===== src/rpwd_pkg.sv =====
// shared types, constants and mapping helpers for the rc pulse width decoder
`default_nettype none

package rpwd_pkg;

    localparam int TIME_BITS   = 32;
    localparam int TIMEOUT_W   = 20;
    localparam int WIN_W       = 16;
    localparam int JUMP_W      = 8;
    localparam int CFG_DATA_W  = 20;
    localparam int CFG_IDX_W   = 2;
    localparam int PW_W        = 17;
    localparam int MAP_BITS    = 16;
    localparam int VAL_W       = 8;
    localparam int IN_TDATA_W  = 8;
    localparam int OUT_TDATA_W = 24;

    localparam logic [TIMEOUT_W-1:0] TIMEOUT_RST   = TIMEOUT_W'(60000);
    localparam logic [WIN_W-1:0]     VALID_MIN_RST = WIN_W'(900);
    localparam logic [WIN_W-1:0]     VALID_MAX_RST = WIN_W'(2100);
    localparam logic [JUMP_W-1:0]    JUMP_RST      = JUMP_W'(30);
    localparam logic [PW_W-1:0]      PRIOR_CLAMP   = PW_W'(100000);

    // 2^18 / 5 rounded up, exact for magnitudes below 2^17
    localparam logic [16:0] RECIP_FIVE = 17'd52429;

    typedef enum logic [CFG_IDX_W-1:0] {
        CFG_TIMEOUT   = 2'd0,
        CFG_VALID_MIN = 2'd1,
        CFG_VALID_MAX = 2'd2,
        CFG_JUMP      = 2'd3
    } cfg_idx_t;

    typedef logic signed [MAP_BITS-1:0] map_t;

    // widths after edge handling, ready for mapping
    typedef struct packed {
        logic            lost;
        logic            steer_ok;
        logic            motor_ok;
        logic [PW_W-1:0] steer_w;
        logic [PW_W-1:0] motor_w;
        logic [PW_W-1:0] prior_w;
    } width_beat_t;

    // mapped values awaiting the jump test
    typedef struct packed {
        logic lost;
        logic steer_ok;
        logic motor_ok;
        map_t steer_m;
        map_t motor_m;
        map_t prior_m;
    } map_beat_t;

    // (w - 1000) / 5 truncated toward zero, minus 100
    function automatic map_t map_width(input logic [PW_W-1:0] w);
        logic signed [PW_W:0] diff;
        logic [PW_W-1:0]      mag;
        logic [33:0]          prod;
        map_t                 q;
        diff = $signed({1'b0, w}) - 18'sd1000;
        mag  = diff[PW_W] ? PW_W'(-diff) : diff[PW_W-1:0];
        prod = 34'(mag) * 34'(RECIP_FIVE);
        q    = $signed({1'b0, prod[32:18]});
        if (diff[PW_W])
        begin
            q = -q;
        end
        return q - 16'sd100;
    endfunction

    function automatic logic [VAL_W-1:0] sat8(input map_t v);
        logic [VAL_W-1:0] r;
        if (v > 16'sd127)
        begin
            r = 8'h7f;
        end
        else if (v < -16'sd128)
        begin
            r = 8'h80;
        end
        else
        begin
            r = v[VAL_W-1:0];
        end
        return r;
    endfunction

endpackage

`default_nettype wire


===== src/rc_pulse_width_decoder.sv =====
// rc receiver pulse width decoder: edge timing, window check, mapping and jump filter
`default_nettype none

// a read beat passes the input register, width stage, mapping stage and output
// register before it appears on the master side
// throughput: one beat per cycle while m_tready does not hold the pipe, which never loops back on itself
// beats without a read request update the timing state and give no output beat
// reset (rst_n low, asynchronous) clears all timing state and loads the default
// configuration: timeout 60000, window 900..2100, jump limit 30
module rc_pulse_width_decoder
    import rpwd_pkg::*;
(
    input  wire logic                   clk,
    input  wire logic                   rst_n,
    // configuration write port
    input  wire logic                   cfg_we,
    input  wire logic [CFG_IDX_W-1:0]   cfg_index,
    input  wire logic [CFG_DATA_W-1:0]  cfg_data,
    // slave side
    input  wire logic                   s_tvalid,
    output      logic                   s_tready,
    input  wire logic [IN_TDATA_W-1:0]  s_tdata,   // [0] motor_level, [1] steer_level,
                                                   // [2] read_request, rest zero
    // master side
    output      logic                   m_tvalid,
    input  wire logic                   m_tready,
    output      logic [OUT_TDATA_W-1:0] m_tdata    // [7:0] steering_value, [15:8] motor_value,
                                                   // [16] signal_lost, rest zero
);

    // configuration registers
    logic [TIMEOUT_W-1:0] timeout_reg;
    logic [WIN_W-1:0]     valid_min_reg;
    logic [WIN_W-1:0]     valid_max_reg;
    logic [JUMP_W-1:0]    jump_reg;

    // timing state
    logic [TIME_BITS-1:0] time_reg;
    logic                 prev_motor_reg;
    logic                 prev_steer_reg;
    logic [TIME_BITS-1:0] motor_rise_reg;
    logic [TIME_BITS-1:0] steer_rise_reg;
    logic [TIME_BITS-1:0] motor_width_reg;
    logic [TIME_BITS-1:0] prior_width_reg;
    logic [TIME_BITS-1:0] steer_width_reg;
    logic [TIME_BITS-1:0] last_edge_reg;

    // pipe stage 1: input beat with its timestamp
    logic                 s1_valid_reg;
    logic                 s1_motor_reg;
    logic                 s1_steer_reg;
    logic                 s1_read_reg;
    logic [TIME_BITS-1:0] s1_now_reg;

    // pipe stage 2: widths, stage 3: mapped values, then the output register
    logic        s2_valid_reg;
    width_beat_t s2_reg;
    width_beat_t s2_next;
    logic        s3_valid_reg;
    map_beat_t   s3_reg;
    map_beat_t   s3_next;
    logic                   m_valid_reg;
    logic [OUT_TDATA_W-1:0] m_data_reg;
    logic [OUT_TDATA_W-1:0] m_data_next;

    // flow control: each stage moves when the one after it is empty or moving
    logic out_free;
    logic s3_adv;
    logic s3_free;
    logic s2_adv;
    logic s2_free;
    logic s1_adv;
    logic s1_free;
    logic in_acc;

    assign out_free = !m_valid_reg || m_tready;
    assign s3_adv   = s3_valid_reg && out_free;
    assign s3_free  = !s3_valid_reg || out_free;
    assign s2_adv   = s2_valid_reg && s3_free;
    assign s2_free  = !s2_valid_reg || s3_free;
    assign s1_adv   = s1_valid_reg && s2_free;
    assign s1_free  = !s1_valid_reg || s2_free;
    assign in_acc   = s_tvalid && s1_free;

    assign s_tready = s1_free;
    assign m_tvalid = m_valid_reg;
    assign m_tdata  = m_data_reg;

    // edge handling on the stage 1 beat
    logic                 motor_edge;
    logic                 steer_edge;
    logic                 motor_rise;
    logic                 motor_fall;
    logic                 steer_rise;
    logic                 steer_fall;
    logic [TIME_BITS-1:0] motor_width_next;
    logic [TIME_BITS-1:0] prior_width_next;
    logic [TIME_BITS-1:0] steer_width_next;
    logic [TIME_BITS-1:0] last_edge_next;
    logic [TIME_BITS-1:0] elapsed;

    assign motor_edge = s1_motor_reg != prev_motor_reg;
    assign steer_edge = s1_steer_reg != prev_steer_reg;
    assign motor_rise = motor_edge && s1_motor_reg;
    assign motor_fall = motor_edge && !s1_motor_reg;
    assign steer_rise = steer_edge && s1_steer_reg;
    assign steer_fall = steer_edge && !s1_steer_reg;

    always_comb
    begin
        motor_width_next = motor_width_reg;
        prior_width_next = prior_width_reg;
        steer_width_next = steer_width_reg;
        last_edge_next   = last_edge_reg;
        if (motor_fall)
        begin
            // the old width is kept for the jump filter
            prior_width_next = motor_width_reg;
            motor_width_next = s1_now_reg - motor_rise_reg;
        end
        if (steer_fall)
        begin
            steer_width_next = s1_now_reg - steer_rise_reg;
        end
        if (motor_edge || steer_edge)
        begin
            last_edge_next = s1_now_reg;
        end
    end

    // read evaluation sees the state after this beat's edges
    assign elapsed = s1_now_reg - last_edge_next;

    always_comb
    begin
        s2_next.lost     = elapsed > TIME_BITS'(timeout_reg);
        s2_next.steer_ok = !s2_next.lost
                           && steer_width_next >= TIME_BITS'(valid_min_reg)
                           && steer_width_next <= TIME_BITS'(valid_max_reg);
        s2_next.motor_ok = !s2_next.lost
                           && motor_width_next >= TIME_BITS'(valid_min_reg)
                           && motor_width_next <= TIME_BITS'(valid_max_reg);
        // valid widths fit the 16-bit window, so the low bits suffice
        s2_next.steer_w  = {1'b0, steer_width_next[WIN_W-1:0]};
        s2_next.motor_w  = {1'b0, motor_width_next[WIN_W-1:0]};
        // prior width is mapped whether valid or not, clamped first
        if (prior_width_next > TIME_BITS'(PRIOR_CLAMP))
        begin
            s2_next.prior_w = PRIOR_CLAMP;
        end
        else
        begin
            s2_next.prior_w = prior_width_next[PW_W-1:0];
        end
    end

    // stage 3: linear mapping, one multiplier per value
    always_comb
    begin
        s3_next.lost     = s2_reg.lost;
        s3_next.steer_ok = s2_reg.steer_ok;
        s3_next.motor_ok = s2_reg.motor_ok;
        s3_next.steer_m  = map_width(s2_reg.steer_w);
        s3_next.motor_m  = map_width(s2_reg.motor_w);
        s3_next.prior_m  = map_width(s2_reg.prior_w);
    end

    // output stage: jump filter on exact values, then saturation
    logic signed [MAP_BITS+1:0] motor_x;
    logic signed [MAP_BITS+1:0] prior_x;
    logic signed [MAP_BITS+1:0] jump_x;
    logic                       jumped;
    map_t                       steer_fin;
    map_t                       motor_fin;

    always_comb
    begin
        motor_x = {{2{s3_reg.motor_m[MAP_BITS-1]}}, s3_reg.motor_m};
        prior_x = {{2{s3_reg.prior_m[MAP_BITS-1]}}, s3_reg.prior_m};
        jump_x  = $signed({{(MAP_BITS+2-JUMP_W){1'b0}}, jump_reg});
        // positive values may not rise too far above the prior, others may not fall too far below it
        if (motor_x > 18'sd0)
        begin
            jumped = prior_x < (motor_x - jump_x);
        end
        else
        begin
            jumped = prior_x > (motor_x + jump_x);
        end
        steer_fin = s3_reg.steer_ok ? s3_reg.steer_m : '0;
        motor_fin = (s3_reg.motor_ok && !jumped) ? s3_reg.motor_m : '0;
        m_data_next = {7'd0, s3_reg.lost, sat8(motor_fin), sat8(steer_fin)};
    end

    // control state
    always_ff @(posedge clk or negedge rst_n)
    begin
        if (!rst_n)
        begin
            timeout_reg     <= TIMEOUT_RST;
            valid_min_reg   <= VALID_MIN_RST;
            valid_max_reg   <= VALID_MAX_RST;
            jump_reg        <= JUMP_RST;
            time_reg        <= '0;
            prev_motor_reg  <= 1'b0;
            prev_steer_reg  <= 1'b0;
            motor_rise_reg  <= '0;
            steer_rise_reg  <= '0;
            motor_width_reg <= '0;
            prior_width_reg <= '0;
            steer_width_reg <= '0;
            last_edge_reg   <= '0;
            s1_valid_reg    <= 1'b0;
            s2_valid_reg    <= 1'b0;
            s3_valid_reg    <= 1'b0;
            m_valid_reg     <= 1'b0;
        end
        else
        begin
            if (cfg_we)
            begin
                case (cfg_idx_t'(cfg_index))
                    CFG_TIMEOUT:   timeout_reg   <= cfg_data[TIMEOUT_W-1:0];
                    CFG_VALID_MIN: valid_min_reg <= cfg_data[WIN_W-1:0];
                    CFG_VALID_MAX: valid_max_reg <= cfg_data[WIN_W-1:0];
                    CFG_JUMP:      jump_reg      <= cfg_data[JUMP_W-1:0];
                    default:       jump_reg      <= jump_reg;
                endcase
            end

            // one tick per accepted beat
            if (in_acc)
            begin
                time_reg <= time_reg + 1'b1;
            end

            // timing state moves as a beat leaves stage 1
            if (s1_adv)
            begin
                prev_motor_reg  <= s1_motor_reg;
                prev_steer_reg  <= s1_steer_reg;
                motor_width_reg <= motor_width_next;
                prior_width_reg <= prior_width_next;
                steer_width_reg <= steer_width_next;
                last_edge_reg   <= last_edge_next;
                if (motor_rise)
                begin
                    motor_rise_reg <= s1_now_reg;
                end
                if (steer_rise)
                begin
                    steer_rise_reg <= s1_now_reg;
                end
            end

            if (in_acc)
            begin
                s1_valid_reg <= 1'b1;
            end
            else if (s1_adv)
            begin
                s1_valid_reg <= 1'b0;
            end

            // beats without a read drop out here
            if (s1_adv)
            begin
                s2_valid_reg <= s1_read_reg;
            end
            else if (s2_adv)
            begin
                s2_valid_reg <= 1'b0;
            end

            if (s2_adv)
            begin
                s3_valid_reg <= 1'b1;
            end
            else if (s3_adv)
            begin
                s3_valid_reg <= 1'b0;
            end

            if (s3_adv)
            begin
                m_valid_reg <= 1'b1;
            end
            else if (m_tready)
            begin
                m_valid_reg <= 1'b0;
            end
        end
    end

    // payload registers
    always_ff @(posedge clk)
    begin
        if (in_acc)
        begin
            s1_motor_reg <= s_tdata[0];
            s1_steer_reg <= s_tdata[1];
            s1_read_reg  <= s_tdata[2];
            s1_now_reg   <= time_reg;
        end
        if (s1_adv)
        begin
            s2_reg <= s2_next;
        end
        if (s2_adv)
        begin
            s3_reg <= s3_next;
        end
        if (s3_adv)
        begin
            m_data_reg <= m_data_next;
        end
    end

endmodule

`default_nettype wire


===== config.mk =====
export PLATFORM = sky130hd
export DESIGN_NAME = rc_pulse_width_decoder
export DESIGN_NICKNAME = d
export VERILOG_FILES = /design/src/rpwd_pkg.sv /design/src/rc_pulse_width_decoder.sv
export SDC_FILE = /design/constraint.sdc
export NUM_CORES = 2
export LEC_CHECK = 0
export CAP_MARGIN = 30
export CORE_ASPECT_RATIO = 1.25
export CORE_UTILIZATION = 40
export DETAILED_ROUTE_END_ITERATION = 12
export DONT_BUFFER_PORTS = 1
export PLACE_DENSITY = 0.54
export SLEW_MARGIN = 15
export SYNTH_ARGS = -nofsm -noshare
export SYNTH_HDL_FRONTEND = slang
export SYNTH_SLANG_ARGS = --single-unit

===== constraint.sdc =====
create_clock -name clk -period 8.4 [get_ports clk]
set_clock_uncertainty 0.1 [all_clocks]
set_input_delay 0.42 -clock clk [delete_from_list [all_inputs] [get_ports clk]]
set_output_delay 0.42 -clock clk [all_outputs]
set_load 0.01 [all_outputs]

==> flow_summary.json <==
{
  "status": "finished, final reports clean",
  "cts-htree-levels": 2,
  "r2r-end": "s3_reg[45]$_DFFE_PP_",
  "slew_viol_final": 0,
  "synth_edf_count": 155,
  "die_area_mm2": 0.112,
  "max-slew-margin-rel": 0.418,
  "tns_ns": 0,
  "drc_errors": 0,
  "crit_fanout": 4,
  "fillers": 10303,
  "max_clock_freq_ghz": 0.119,
  "grt_pass1_wl_mm": 184,
  "worstSetupPathType": "register to register",
  "fin_nets": 6081,
  "rsz0062_at_grt": "yes",
  "largest_register_ffs": 52,
  "layout_commonest_cell": "inv_1",
  "ys_async_sr_fraction": 0.652,
  "crit_required_ns": 8.73,
  "cp_slowest_stage_delay_ns": 0.53,
  "clock_latency_ns": 0.70,
  "period_needed_ns": 8.39,
  "synth-main-ff-cell": "dfrtp_1",
  "portBuffers": 0,
  "antenna_found_initial": 8,
  "ios": 61,
  "cts_buffers": 52,
  "hold_ws_ns": 0.0676,
  "r2r-start": "s2_reg[37]$_DFFE_PP_",
  "worstHoldPathCells": 2,
  "cp_slowest_cell": "fa_1",
  "wl_per_cell_um": 17.3,
  "synth_warnings": 0,
  "synth_area_mm2": 0.0444,
  "drive_above_1_share": 0.226,
  "timing.max_cap.violations": 0,
  "clkTransAtPathRegs_ns": 0.07,
  "place_congestion": 0.919,
  "tightest_slew_ns": 0.873,
  "die_x_um": 300,
  "ant_nets": 0,
  "syn_inst": 4597,
  "synthToLayoutAreaGrowth_pct": 22.3,
  "routed_wl_mm": 115,
  "cts_sinks": 445,
  "cts_tree": "built",
  "finalCritPeriodShare": 0.999,
  "grt_usage": 0.205,
  "grt_overflow": 0,
  "arrival_ns": 8.72,
  "r2r_slack_ns": 0.007,
  "rows": 136,
  "yosysSeqAreaShare": 0.269,
  "hold_end": "valid_max_reg[1]$_DFFE_PN0P_",
  "setup_viol": 0,
  "min_path_type": "input port to register",
  "cp-end-kind": "register",
  "hold_viol_final": 0,
  "cts_root_buf": "clkbuf_16",
  "core_mm2": 0.110,
  "avgSynthCellArea_um2": 9.65,
  "first_pass_iters": 5,
  "worstHoldStart": "cfg_index[1]",
  "synth_seq_cells": 445,
  "num_vias": 33657,
  "seq_area_mm2": 0.0119,
  "utilization": 0.494,
  "vias_per_cell": 5.08,
  "start_util": 0.403,
  "die_h_um": 374,
  "ff2ff_path_depth": 38,
  "startpoint_type": "register",
  "yosysUniqueCellTypes": 105,
  "clockBufferDepth": 3,
  "initialDrtViolationCount": 1403,
  "multi_input_area_mm2": 0.0313,
  "layout_common_cells": "inv_1 (684), ha_1 (586), buf_4 (508)",
  "grt_pass1_vias": 34308,
  "grt_max_degree": 291,
  "dp_hpwl_mm": 93.3
}
[per-stage QoR]
| stage | instance area, µm² | instances | setup WS, ns |
|---|---|---|---|
| 3_5_place_dp | 49800 | 6442 | -0.309 |
| 4_1_cts | 52600 | 6583 | -0.0108 |
| 6_report | 54300 | 6630 | 0.00653 |
| 5_1_grt | 54300 | 6630 | -0.378 |
| 2_1_floorplan | 44900 | 4618 | -0.148 |
| 3_3_place_gp | 49800 | 6442 | -0.227 |
[worst max-delay path: cells and delay by family, from the launching register on]
kind | cells | cell delay (ns)
AOI/OAI and AO/OA | 10 | 1.80
xor gates and xnor gates | 2 | 0.20
adders and majority gates | 8 | 2.75
buffers and inverters | 9 | 0.96
DFF | 1 | 0.38
muxes | 2 | 0.51
and+or+nand+nor | 7 | 1.47
[cell type report]
cell class,count,share of cell area
tap,1449,0.0334
antenna,1,0.0000461
clock buffer,59,0.0254
sequential,445,0.220
multi-input combinational,3365,0.578
clock inverter,39,0.0122
timing repair buffer,561,0.0819
inverter,711,0.0492
[Yosys cell counts, drive strengths merged (13+ instances only)]
| library cell | instances | area share |
|---|---|---|
| mux2 | 186 | 0.047 |
| nand2 | 377 | 0.032 |
| a21boi | 14 | 0.0024 |
| o21a | 56 | 0.0095 |
| clkbuf | 66 | 0.0056 |
| and3 | 41 | 0.0058 |
| buf | 31 | 0.0034 |
| inv | 711 | 0.060 |
| xor2 | 108 | 0.021 |
| a211oi | 21 | 0.0036 |
| a31oi | 30 | 0.0044 |
| nor2 | 222 | 0.019 |
| dfstp | 19 | 0.011 |
| a211o | 13 | 0.0026 |
| fa | 267 | 0.12 |
| o21ai | 208 | 0.024 |
| a21o | 104 | 0.018 |
| nor4 | 25 | 0.0039 |
| mux2i | 68 | 0.015 |
| nand4 | 48 | 0.0068 |
| nor3 | 56 | 0.0067 |
| or3 | 25 | 0.0038 |
| o211ai | 21 | 0.0036 |
| or2 | 14 | 0.0020 |
| o31ai | 17 | 0.0030 |
| and2 | 29 | 0.0041 |
| nand2b | 31 | 0.0044 |
| nor2b | 47 | 0.0066 |
| nand3 | 90 | 0.010 |
| dfrtp | 271 | 0.15 |
| xnor2 | 197 | 0.039 |
| o21bai | 27 | 0.0046 |
| edfxtp | 155 | 0.10 |
| nand3b | 14 | 0.0024 |
| a21oi | 188 | 0.021 |
| ha | 643 | 0.18 |
[kinds of logic after synthesis]
logic type	synth area share
xor+xnor	0.0602
flops	0.269
buf+inv	0.0692
mux	0.0626
simple gates	0.116
other cells	0.000169
compound gates	0.121
fa+ha+maj	0.302
[per-layer routing]
layer	GRT usage	wire [µm]	vias to the layer above
met5	0	13	-
met4	0.0579	2960	2
met3	0.0175	2770	126
met2	0.368	57700	374
met1	0.261	51000	16328
li1	-	-	16827
[worst max-delay path by stage]
| stage | from | end | slack [ns] |
|---|---|---|---|
| after floorplan | s2_reg[20]$_DFFE_PP_ | motor_x[15]$_DFFE_PP_ | -0.15 |
| after global placement | s2_reg[20]$_DFFE_PP_ | motor_x[15]$_DFFE_PP_ | -0.23 |
| after detailed placement | s2_reg[37]$_DFFE_PP_ | s3_reg[47]$_DFFE_PP_ | -0.31 |
| after CTS | s2_reg[21]$_DFFE_PP_ | motor_x[15]$_DFFE_PP_ | -0.01 |
| after global routing | s2_reg[37]$_DFFE_PP_ | s3_reg[45]$_DFFE_PP_ | -0.38 |
| final | s2_reg[37]$_DFFE_PP_ | s3_reg[45]$_DFFE_PP_ | 0.007 |
[what timing repair did]
action / in CTS / in global routing
gates resized for setup: 77 / 236
pin swaps: 63 / 145
endpoints found under the hold margin: 355 / 0
hold buffers: 27 / 0
setup endpoints to repair: 22 / 29
setup buffers: 16 / 42
Power is not shown: default switching activity piles up to over one toggle a cycle in this logic, so the estimate is an artifact.
